### src/hw/rtl/pstc_pkg.sv
// Shared constants, types and the arctangent table of the scan converter.
package pstc_pkg;

    localparam int RANGE_BITS_DEF   = 16;
    localparam int ANGLE_BITS_DEF   = 16;
    localparam int CORDIC_STEPS_DEF = 16;

    localparam int CFG_BITS  = 16;
    localparam int CIDX_BITS = 2;
    localparam int OUT_BITS  = 17;

    localparam logic [CIDX_BITS-1:0] CFG_START_ANGLE = 2'd0;
    localparam logic [CIDX_BITS-1:0] CFG_ANGLE_STEP  = 2'd1;
    localparam logic [CIDX_BITS-1:0] CFG_MIN_RANGE   = 2'd2;
    localparam logic [CIDX_BITS-1:0] CFG_MAX_RANGE   = 2'd3;

    localparam logic [CFG_BITS-1:0] MAX_RANGE_RST = 16'hFFFF;

    // 1/K of the CORDIC in Q16
    localparam logic [15:0] GAIN_Q16  = 16'd39797;
    localparam int          OUT_LIMIT = 65535;

    // atan(2^-i) in units of 2^-32 turn
    localparam logic [31:0] ATAN_TURN [32] = '{
        32'h20000000, 32'h12E4051E, 32'h09FB385B, 32'h051111D4,
        32'h028B0D43, 32'h0145D7E1, 32'h00A2F61E, 32'h00517C55,
        32'h0028BE53, 32'h00145F2F, 32'h000A2F98, 32'h000517CC,
        32'h00028BE6, 32'h000145F3, 32'h0000A2F9, 32'h0000517C,
        32'h000028BE, 32'h0000145F, 32'h00000A2F, 32'h00000517,
        32'h0000028B, 32'h00000145, 32'h000000A2, 32'h00000051,
        32'h00000028, 32'h00000014, 32'h0000000A, 32'h00000005,
        32'h00000002, 32'h00000001, 32'h00000000, 32'h00000000
    };

    typedef struct packed {
        logic valid;
        logic flip;
    } t_pstc_ctl;

endpackage

### src/hw/rtl/pstc_cell.sv
// One CORDIC rotation cell: a fixed shift and a fixed arctangent, registered.
module pstc_cell #(
    parameter int XW   = 34,
    parameter int STEP = 0
) (
    input  logic                  i_clk,
    input  logic                  i_rst_n,
    input  logic                  i_en,
    input  pstc_pkg::t_pstc_ctl   i_ctl,
    input  logic signed [XW-1:0]  i_x,
    input  logic signed [XW-1:0]  i_y,
    input  logic signed [31:0]    i_z,
    output pstc_pkg::t_pstc_ctl   o_ctl,
    output logic signed [XW-1:0]  o_x,
    output logic signed [XW-1:0]  o_y,
    output logic signed [31:0]    o_z
);
    localparam logic signed [31:0] ATAN = pstc_pkg::ATAN_TURN[STEP];

    pstc_pkg::t_pstc_ctl   r_ctl;
    logic signed [XW-1:0]  r_x, n_x;
    logic signed [XW-1:0]  r_y, n_y;
    logic signed [31:0]    r_z, n_z;
    logic signed [XW-1:0]  w_dx, w_dy;

    assign w_dx = i_y >>> STEP;
    assign w_dy = i_x >>> STEP;

    always_comb begin
        if (!i_z[31]) begin
            n_x = i_x - w_dx;
            n_y = i_y + w_dy;
            n_z = i_z - ATAN;
        end else begin
            n_x = i_x + w_dx;
            n_y = i_y - w_dy;
            n_z = i_z + ATAN;
        end
    end

    always_ff @(posedge i_clk) begin
        if (!i_rst_n) begin
            r_ctl <= '0;
        end else if (i_en) begin
            r_ctl <= i_ctl;
        end
    end

    always_ff @(posedge i_clk) begin
        if (i_en) begin
            r_x <= n_x;
            r_y <= n_y;
            r_z <= n_z;
        end
    end

    assign o_ctl = r_ctl;
    assign o_x   = r_x;
    assign o_y   = r_y;
    assign o_z   = r_z;
endmodule

### config.mk
export PLATFORM = sky130hd
export DESIGN_NAME = pstc_cell
export DESIGN_NICKNAME = d
export VERILOG_FILES = /design/src/hw/rtl/pstc_pkg.sv /design/src/hw/rtl/pstc_cell.sv
export SDC_FILE = /design/constraint.sdc
export NUM_CORES = 1
export LEC_CHECK = 0
export ABC_AREA = 1
export ABC_CLOCK_PERIOD_IN_PS = 6330
export BUFFER_PORTS_ARGS = -buffer_cell sky130_fd_sc_hd__buf_2
export CAP_MARGIN = 20
export CORE_UTILIZATION = 25
export CTS_BUF_LIST = sky130_fd_sc_hd__clkbuf_4 sky130_fd_sc_hd__clkbuf_8
export DETAILED_ROUTE_END_ITERATION = 7
export PLACE_DENSITY = 0.48
export SKIP_LAST_GASP = 1
export SYNTH_ARGS = -nofsm -noshare
export SYNTH_HDL_FRONTEND = slang
export SYNTH_SLANG_ARGS = --single-unit
### constraint.sdc
create_clock -name i_clk -period 6.33 [get_ports i_clk]
set_clock_uncertainty 0.2 [all_clocks]
set_input_delay 0.3165 -clock i_clk [delete_from_list [all_inputs] [get_ports i_clk]]
set_output_delay 0.3165 -clock i_clk [all_outputs]
set_load 0.1 [all_outputs]
Yosys cells after proc, flatten, opt, wreduce, memory -nomap -nowiden
Cells that the tools add are included.
{"block": "op_classes", "n_addsub": 5, "multipliers": 0, "div_mod_pow": 0, "order_cmp": 0, "eq_ne": 0, "shifts": 0, "mux": 3, "n_bitwise": 0, "reduce_logical": 0}
{"operator": "2-to-1 mux 34 bit", "n": 2}
{"operator": "subtractor 34 bit", "n": 2}
{"operator": "adder 34 bit", "n": 1}
{"operator": "adder 32 x 31 -> 32 bit, second input constant", "n": 1}
{"operator": "2-to-1 mux 32 bit", "n": 1}
{"operator": "subtractor 32 x 31 -> 32 bit, second input constant", "n": 1}
{"block": "word_totals", "regBits": 102, "latchBits": 0, "mem_bits_rw": 0, "mem_bits_ro": 0, "inputBits": 105, "elab_cells": 13, "n_memories": 0}

Longest topological paths before layout
Gate-level depths: netlist (run 1).
{"block": "depth", "depth_word": 2, "depth_mapped": 17, "mapped_depth_nobuf": 16}

Worst setup path after synthesis (run 1)
No wires, ideal clock.
{"block": "synth_timing", "path_kind": "input-to-reg", "start": "input port i_y[0]", "end": "register r_y[32], in the netlist o_y[32], data pin", "setup_time_ns": 0.253, "arrival_ns": 1.761, "required_time_ns": 5.877, "path_slack_ns": 4.116, "path_stages": 13, "n_path_buf": 0, "path_cell_list": "inv_1 ha_1 fa_1 o21ai_1 nand2_1 nand2_1 nand2_1 nand2_1 nand2_1 nand2_1 nand2_1 nand3_1 nand2_1"}
{"block": "synth_via", "elab_chain_len": 2, "word_cells_on_any_way": 3, "cone_classes": "2 x add/sub; 1 x mux"}
{"element": "start, declared", "line_no": "pstc_cell.sv:11", "source": "input logic signed [XW-1:0] i_y,"}
{"element": "adder 34 bit / subtractor 34 bit (equally long branches)", "line_no": "pstc_cell.sv:32, pstc_cell.sv:36"}
{"element": "2-to-1 mux 34 bit (*)", "line_no": "pstc_cell.sv:30", "source": "if (!i_z[31]) begin"}
{"element": "net n_y[32]", "line_no": "pstc_cell.sv:22", "source": "logic signed [XW-1:0] r_y, n_y;"}
{"element": "end signal, assigned", "line_no": "pstc_cell.sv:52", "source": "r_y <= n_y;"}
{"element": "end, declared", "line_no": "pstc_cell.sv:22"}
Mark *: on every way through the listed nets, which the timed path passes. The rest lies on a longest branch.
A chain may end at the register's enable or synchronous reset.

Final worst setup path (run 1)
{"block": "layout_timing", "start": "input port i_z[31]", "end": "register r_z[30], in the netlist o_z[30], data pin"}
{"block": "layout_via", "elab_chain_len": 1}
{"element": "start, declared", "line_no": "pstc_cell.sv:12", "source": "input logic signed [31:0] i_z,"}
{"element": "2-to-1 mux 32 bit", "line_no": "pstc_cell.sv:30"}
{"element": "net n_z[30]", "line_no": "pstc_cell.sv:23", "source": "logic signed [31:0] r_z, n_z;"}
{"element": "end signal, assigned", "line_no": "pstc_cell.sv:53", "source": "r_z <= n_z;"}
{"element": "end, declared", "line_no": "pstc_cell.sv:23"}
The timed path passes the listed nets, and every way through them passes these cells.

==> run summary, run 1 <==
================================================================================
Die area                                                            0.04265 mm^2
Clock transition at the registers of the reported paths                  0.10 ns
RSZ-0062 raised after global routing                                       false
End of the worst register-to-register path                          o_ctl[0]$_SDFFE_PN0P_
Least-Margin Pin Slew                                                   1.092 ns
Setup TNS after final layout                                                0 ns
Mean post-synth cell area                                             6.664 um^2
Netlist area before placement                                       0.01046 mm^2
Hold-critical path endpoint                                         o_x[0]$_DFFE_PP_
Biggest fanout along the worst timing path                                    60
Mean number of vias per cell                                               4.705
Number of synthesized flops with an enable pin                                99
Wire length of the first global-routing pass                            61.01 mm
Type of the setup path with the least slack                            in -> reg
Core region area                                                    0.04102 mm^2
Net count after synthesis                                                   1778
Total instance count after detailed placement                               2265
Layout area overhead                                                      19.01%
Failing checks                                                               DRC
Area share of the largest cell type after synthesis                       28.43%
Worst endpoint required time                                             6.31 ns
Hold Crit Start                                                           i_y[0]
Final cell count without fillers                                            2316
Yosys cell types                                                              44
Most used flip-flop cell after synthesis                                edfxtp_1
Number of cells produced by synthesis                                       1569
Slowest library cell on the worst path                                     inv_2
Count of pins on the block boundary                                          207
Count of nets after finishing                                               1988
Total global routing overflow                                                  0
R2r setup slk                                                            4.95 ns
Die boundary width                                                      206.5 um
Initial detailed-routing violation count                                     705
Status                                                              finished with violations
Arrival time reported for the critical path endpoint                     2.54 ns
Critical Path, Cell by Cell                                         buf_2 -> buf_4 -> inv_2 -> buf_4 -> fa_1
Ant. Diodes                                                                    0
Clock Sink Count                                                             101
Fin area                                                            0.01244 mm^2
Max VDD drop                                                            94.09 uV
Count of max-cap constraint violations                                         0
Post-detailed-placement half-perimeter wirelength                       34.00 mm
Async set-reset flop share out of synthesis                                   0%
Final worst-path cycle share                                              40.41%
Path class of the lowest-slack min-delay path                          in -> reg
Master cell of the clock root buffer                                    clkbuf_8
Power per Cell Area                                                 228.4 mW/mm^2
Type of element launching the critical path                         primary input
Y dimension of the die                                                  206.5 um
Worst Reg2Reg Path Length in Cells                                             3
Final setup violation count                                                    0
Maximum cell stage delay along the critical path                         0.89 ns
Pin count of the biggest net entering global routing                          61
Crit. End Element                                                           flop
Residual DRC                                                                  14
CTS tree                                                                    done
Detailed Route WL                                                       41.06 mm
Count of endpoints failing hold in the final timing report                     0
Total number of yosys warnings                                                 0
RR Startpoint                                                       o_ctl[0]$_SDFFE_PN0P_
Cell type with the highest aggregate area in the netlist                edfxtp_1
Fraction of the yosys area taken by sequential cells                      28.81%
RD Place Congestion                                                       0.9223
Crit-path most repeated cell                                               buf_4
Via count of the first global-routing pass                                 10570
Number of storage elements in the synthesis netlist                          101
Main area contributors after synthesis                              edfxtp_1, nand2_1, ha_1
Avg WL per Cell                                                         17.73 um
Initial antenna violation count                                                1
Post-layout min period                                                  2.558 ns
Detailed-route via count                                                   10900
Global-route usage over all layers                                        19.33%
Leakage Power                                                           6.223 nW
DRT antenna net count                                                          0
Number of pins with negative max-slew slack in the final report                0
Number of rows created at floorplan                                           74
First-pass DRT Iterations                                                      7
CTS HTree Levels                                                               3
Cell depth of the worst hold path                                              3
Resized cells post-CTS                                                         0
Worst Hold Margin                                                      0.1144 ns
Max Clk Rate                                                           390.9 MHz
Fraction of final layout cells with drive strength greater than 1         14.41%
Initial cell density of the core                                          25.49%
Number of buffers added on ports                                             206
Max clock buf depth                                                            2
Total clock buffers created by CTS                                             9
Normalized max-slew margin                                                27.17%
Placed instance area                                                0.01190 mm^2
Later-pin clock latency in the skew report                               0.44 ns
================================================================================
[state kept, by name, summed over array words and instances (netlist names)]
signal,flops
o_x,34
o_y,33
o_z,32
o_ctl,2
[metal layers]
layer,vias to the layer above,track usage (%),part of all wire (%)
met5,-,0,0.044
met4,2,6.907,2.3
met3,35,2.649,4.9
met2,287,31.19,45
met1,5083,26.16,48
li1,5489,-,-
[cells in the final DEF (no fill, tap or decap), types with 7 or more instances in the layout]
cell type      count
nand3_1          157
buf_2            205
nand4_1           13
o22ai_1            7
clkbuf_8           9
o21ai_0           91
o21bai_1          14
ha_1             100
o21ai_1            8
nor2_2             7
nand2_1          452
edfxtp_1          99
dlygate4sd3_1     35
nor2_1           132
xor2_1            22
inv_1            239
nand2_2            9
a21oi_1          115
nor3_1            14
[worst max-delay path by stage]
stage             from                end  slack, ns  cells past startpoint
5_1_grt         i_x[3]  o_x[32]$_DFFE_PP_       3.66                     14
3_5_place_dp   i_z[31]  o_z[30]$_DFFE_PP_       3.32                      5
6_report       i_z[31]  o_z[30]$_DFFE_PP_       3.77                      5
2_1_floorplan   i_y[0]  o_y[32]$_DFFE_PP_       4.12                     13
4_1_cts        i_z[31]  o_z[30]$_DFFE_PP_       3.82                      5
3_3_place_gp   i_z[31]  o_z[30]$_DFFE_PP_       3.32                      5
[power by group]
part / switching, W / total [W] / internal [W]
Combinational: 0.00119 / 0.00150 / 0.000310
Sequential: 0.0000236 / 0.000861 / 0.000838
Clock: 0.000283 / 0.000477 / 0.000194
Total: 0.00150 / 0.00284 / 0.00134
[logic make-up after synthesis]
group / share of synthesized area [%]
mux: 0.09573
fa+ha+maj: 12.73
buf+inv: 11.40
compound gates: 12.82
xor+xnor: 1.926
flops: 28.81
simple gates: 32.21
[stage by stage]
| stage | utilization (%) | power, W | setup slack (ns) |
|---|---|---|---|
| after floorplan | - | 0.002002 | 4.116 |
| after global placement | 29.01 | 0.002358 | 3.323 |
| after detailed placement | 29.01 | 0.002360 | 3.322 |
| after CTS | 30.34 | 0.002871 | 3.821 |
| after global routing | 30.34 | 0.003005 | 3.659 |
| final | 30.34 | 0.002843 | 3.772 |
[cells in the mapped netlist, types with 3 or more instances]
library cell and number:
nand2_1 452, inv_1 239, nand3_1 157, nor2_1 132
a21oi_1 115, ha_1 100, edfxtp_1 99, o21ai_0 91
xor2_1 22, buf_4 20, buf_2 17, nor3_1 14
o21bai_1 14, nand4_1 13, nand2_2 9, o21ai_1 8
nor2_2 7, o22ai_1 7, clkbuf_1 5, fa_1 4
inv_2 4, or2_2 4, a21boi_0 3, a21o_1 3
nand3b_1 3, o211ai_1 3
[critical path, delay by kind of cell]
kind,cells,cell delay (ns)
fa+ha+maj,1,0.44
buf+inv,4,1.74
[final cells by class]
cell class,instances,area [um^2]
clock buffer,11,138.9
clock inverter,5,57.56
fill,4571,28570
inverter,243,912.1
multi-input combinational,1180,6251
sequential,101,3013
tap,532,665.6
timing repair buffer,244,1406
[timing repair]
action / CTS / global route
hold buffers: 35 / 0
hold endpoints to repair: 33 / 0
setup buffers: 0 / 0
(Power assumes the default switching activity.)
==> run 2, diff against run 1 <==
Settings changed: ABC_AREA 1 to 0, ABC_CLOCK_PERIOD_IN_PS 6330 to 2400, PLACE_DENSITY 0.48 to 0.49.
Clock period 6.33 ns to 2.4 ns, I/O delays scaled along.
==> run 2 against run 1 <==
Compared with the run above: the flow finishes with violations (setup timing); largest cell class unchanged; critical path depth grew 7; sequential share of layout area shrank 3.2 points; critical path type unchanged; sequential cell count is the same; non-clock buffer count grew 328.
==> run summary, run 2 <==
=====================================================================================
Normalized max-slew margin                                                     64.57%
Path class of the lowest-slack min-delay path                               in -> reg
Leakage Power                                                                6.518 nW
Initial antenna violation count                                                     1
Final setup violation count                                                         7
Main area contributors after synthesis                                   edfxtp_1, ha_1, a21oi_1
Maximum cell stage delay along the critical path                              0.44 ns
Layout area overhead                                                           61.54%
Post-route worst setup slack                                              -0.08588 ns
Total clock buffers created by CTS                                                  9
Yosys cell types                                                                   68
Failing checks                                                           setup timing
Count of max-cap constraint violations                                              0
Area share of the largest cell type after synthesis                            33.52%
Number of cells produced by synthesis                                            1016
CTS tree                                                                         done
Power per Cell Area                                                      592.5 mW/mm^2
Final worst-path cycle share                                                   103.6%
Most frequently used cell type in the post-synthesis netlist                  a21oi_1
Post-Place Worst Slack                                                     -0.7522 ns
Cell type with the highest aggregate area in the netlist                     edfxtp_1
Mean post-synth cell area                                                  8.729 um^2
Count of nets after finishing                                                    1762
Pin count of the biggest net entering global routing                               71
Die boundary width                                                           190.3 um
Footprint of the flip-flops and latches                                  0.003013 mm^2
Worst Hold Margin                                                          0.06533 ns
Core region area                                                         0.03471 mm^2
Number of buffers added on ports                                                  206
Detailed Route WL                                                            34.18 mm
Later-pin clock latency in the skew report                                    0.44 ns
Least-Margin Pin Slew                                                       0.5259 ns
Clock Sink Count                                                                  101
Total global routing overflow                                                       0
Die area                                                                 0.03623 mm^2
Most used flip-flop cell after synthesis                                     edfxtp_1
CTS HTree Levels                                                                    3
Max reg flops                                                                      34
Initial cell density of the core                                               25.55%
Clock transition at the registers of the reported paths                       0.11 ns
Type of element launching the critical path                              primary input
Mean number of vias per cell                                                    4.709
Max VDD drop                                                                 590.1 uV
Residual DRC                                                                        0
Type of the setup path with the least slack                                 in -> reg
First-pass DRT Iterations                                                           5
Count of endpoints failing hold in the final timing report                          0
Leading cell types by count after synthesis                              a21oi_1, ha_1, edfxtp_1
Total instance count after detailed placement                                    1943
Commonest cells after routing, fill and taps aside                       buf_4, buf_2, a21oi_1
Arrival time reported for the critical path endpoint                          2.49 ns
Final cell count without fillers                                                 2014
Crit. End Element                                                                flop
Max Clk Rate                                                                402.3 MHz
Biggest fanout along the worst timing path                                          4
Master cell of the clock root buffer                                         clkbuf_8
FILL cells                                                                       3454
Status                                                                   finished with violations
Global-route usage over all layers                                             18.53%
Kind of cell adding the most delay to the critical path                  compound AO/OA/AOI/OAI gates
Worst endpoint required time                                                  2.41 ns
Y dimension of the die                                                       190.3 um
RD Place Congestion                                                            0.8919
Async set-reset flop share out of synthesis                                        0%
Slowest library cell on the worst path                                        a311o_1
Fraction of the yosys area taken by sequential cells                           33.97%
Count of buffering cells on the critical path with inverters included               1
Net count after synthesis                                                        1225
Number of rows created at floorplan                                                68
RSZ-0062 raised after global routing                                             true
Initial detailed-routing violation count                                          491
Via count of the first global-routing pass                                       9474
Netlist area before placement                                            0.008869 mm^2
DRT antenna net count                                                               0
Number of storage elements in the synthesis netlist                               101
Avg WL per Cell                                                              16.97 um
Total number of yosys warnings                                                      0
Number of synthesized flops with an enable pin                                     99
Detailed-route via count                                                         9484
Count of pins on the block boundary                                               207
Wire length of the first global-routing pass                                 51.41 mm
Fraction of final layout cells with drive strength greater than 1              44.35%
Most frequent standard cell in the layout excluding fill and tap cells          buf_4
Max clock buf depth                                                                 2
Number of pins with negative max-slew slack in the final report                     0
Total area of multi-input combinational cells                            0.006126 mm^2
Critical Path, Cell by Cell                                              buf_8 -> ha_4 -> fa_2 -> nand2b_4 -> a221oi_4 -> o22a_4 -> a21oi_4 -> nand4_1 -> a311o_1 -> a41oi_2 -> o22ai_2 -> xnor2_1
Post-detailed-placement half-perimeter wirelength                            27.01 mm
Post-layout min period                                                       2.486 ns
=====================================================================================
[run 2: power breakdown]
| part | internal, W | switching, W |
|---|---|---|
| clock network | 0.000510 | 0.000796 |
| logic | 0.00153 | 0.00332 |
| registers | 0.00226 | 0.0000679 |
| total | 0.00430 | 0.00419 |
[run 2: path summary, 6_finish.rpt]
path	start	end	slack, ns	cells after the start
worst max-delay path	i_x[0]	o_y[32]$_DFFE_PP_	-0.09	12
worst min-delay path	i_y[33]	o_y[33]$_DFFE_PP_	0.07	3
worst max register to register	o_ctl[0]$_SDFFE_PN0P_	o_ctl[0]$_SDFFE_PN0P_	1.05	3
worst min register to register	o_ctl[1]$_SDFFE_PN0P_	o_ctl[1]$_SDFFE_PN0P_	0.35	2
[run 2: final cells by class]
type / count / share of cell area, %
Multi-Input combinational cell: 763 / 42.76
Antenna cell: 1 / 0.01747
Tap cell: 455 / 3.974
Clock buffer: 9 / 0.8646
Sequential cell: 101 / 21.03
Inverter: 106 / 2.865
Timing Repair Buffer: 572 / 27.88
Clock inverter: 7 / 0.6114
[run 2: worst min-delay path, stage by stage]
cell,delay (ns)
buf_2,0.08
xnor2_1,0.14
xor2_1,0.23
[run 2: stage by stage]
stage | utilization (%) | area [um^2] | TNS [ns] | total power, W
floorplan | - | 9164 | -2.533 | 0.005457
global placement | 37.22 | 12920 | -22.98 | 0.006911
detailed placement | 37.22 | 12920 | -23.94 | 0.006915
CTS | 39.85 | 13830 | -0.09220 | 0.008402
global route | 41.26 | 14320 | -1.215 | 0.008886
finish | 41.27 | 14330 | -0.4388 | 0.008488
[run 2: layer usage]
layer / up-vias / track usage, % / routed length, um / share of wire (%)
met2: 316 / 30.13 / 15690 / 46
met5: - / 0 / 0 / 0
met1: 4437 / 24.75 / 15680 / 46
li1: 4693 / - / - / -
met4: 0 / 6.369 / 794 / 2.3
met3: 38 / 2.944 / 2012 / 5.9
[run 2: timing repair]
action                                  CTS  global route
pin swaps                                42            38
endpoints found under the setup margin   27            32
gates resized for setup                  64            79
setup buffers                             6            15
endpoints found under the hold margin    48             0
hold buffers                             37             0
[run 2: logic make-up after synthesis]
family                   Yosys count  share of synthesized area (%)
AO/OA/AOI/OAI                    321                          22.31
AND/OR/NAND/NOR                  252                          13.40
buffers and inverters            152                          6.518
adder cells (fa/ha/maj)          104                          15.01
flip-flops                       101                          33.97
XOR/XNOR                          65                          6.419
multiplexers                      21                          2.370
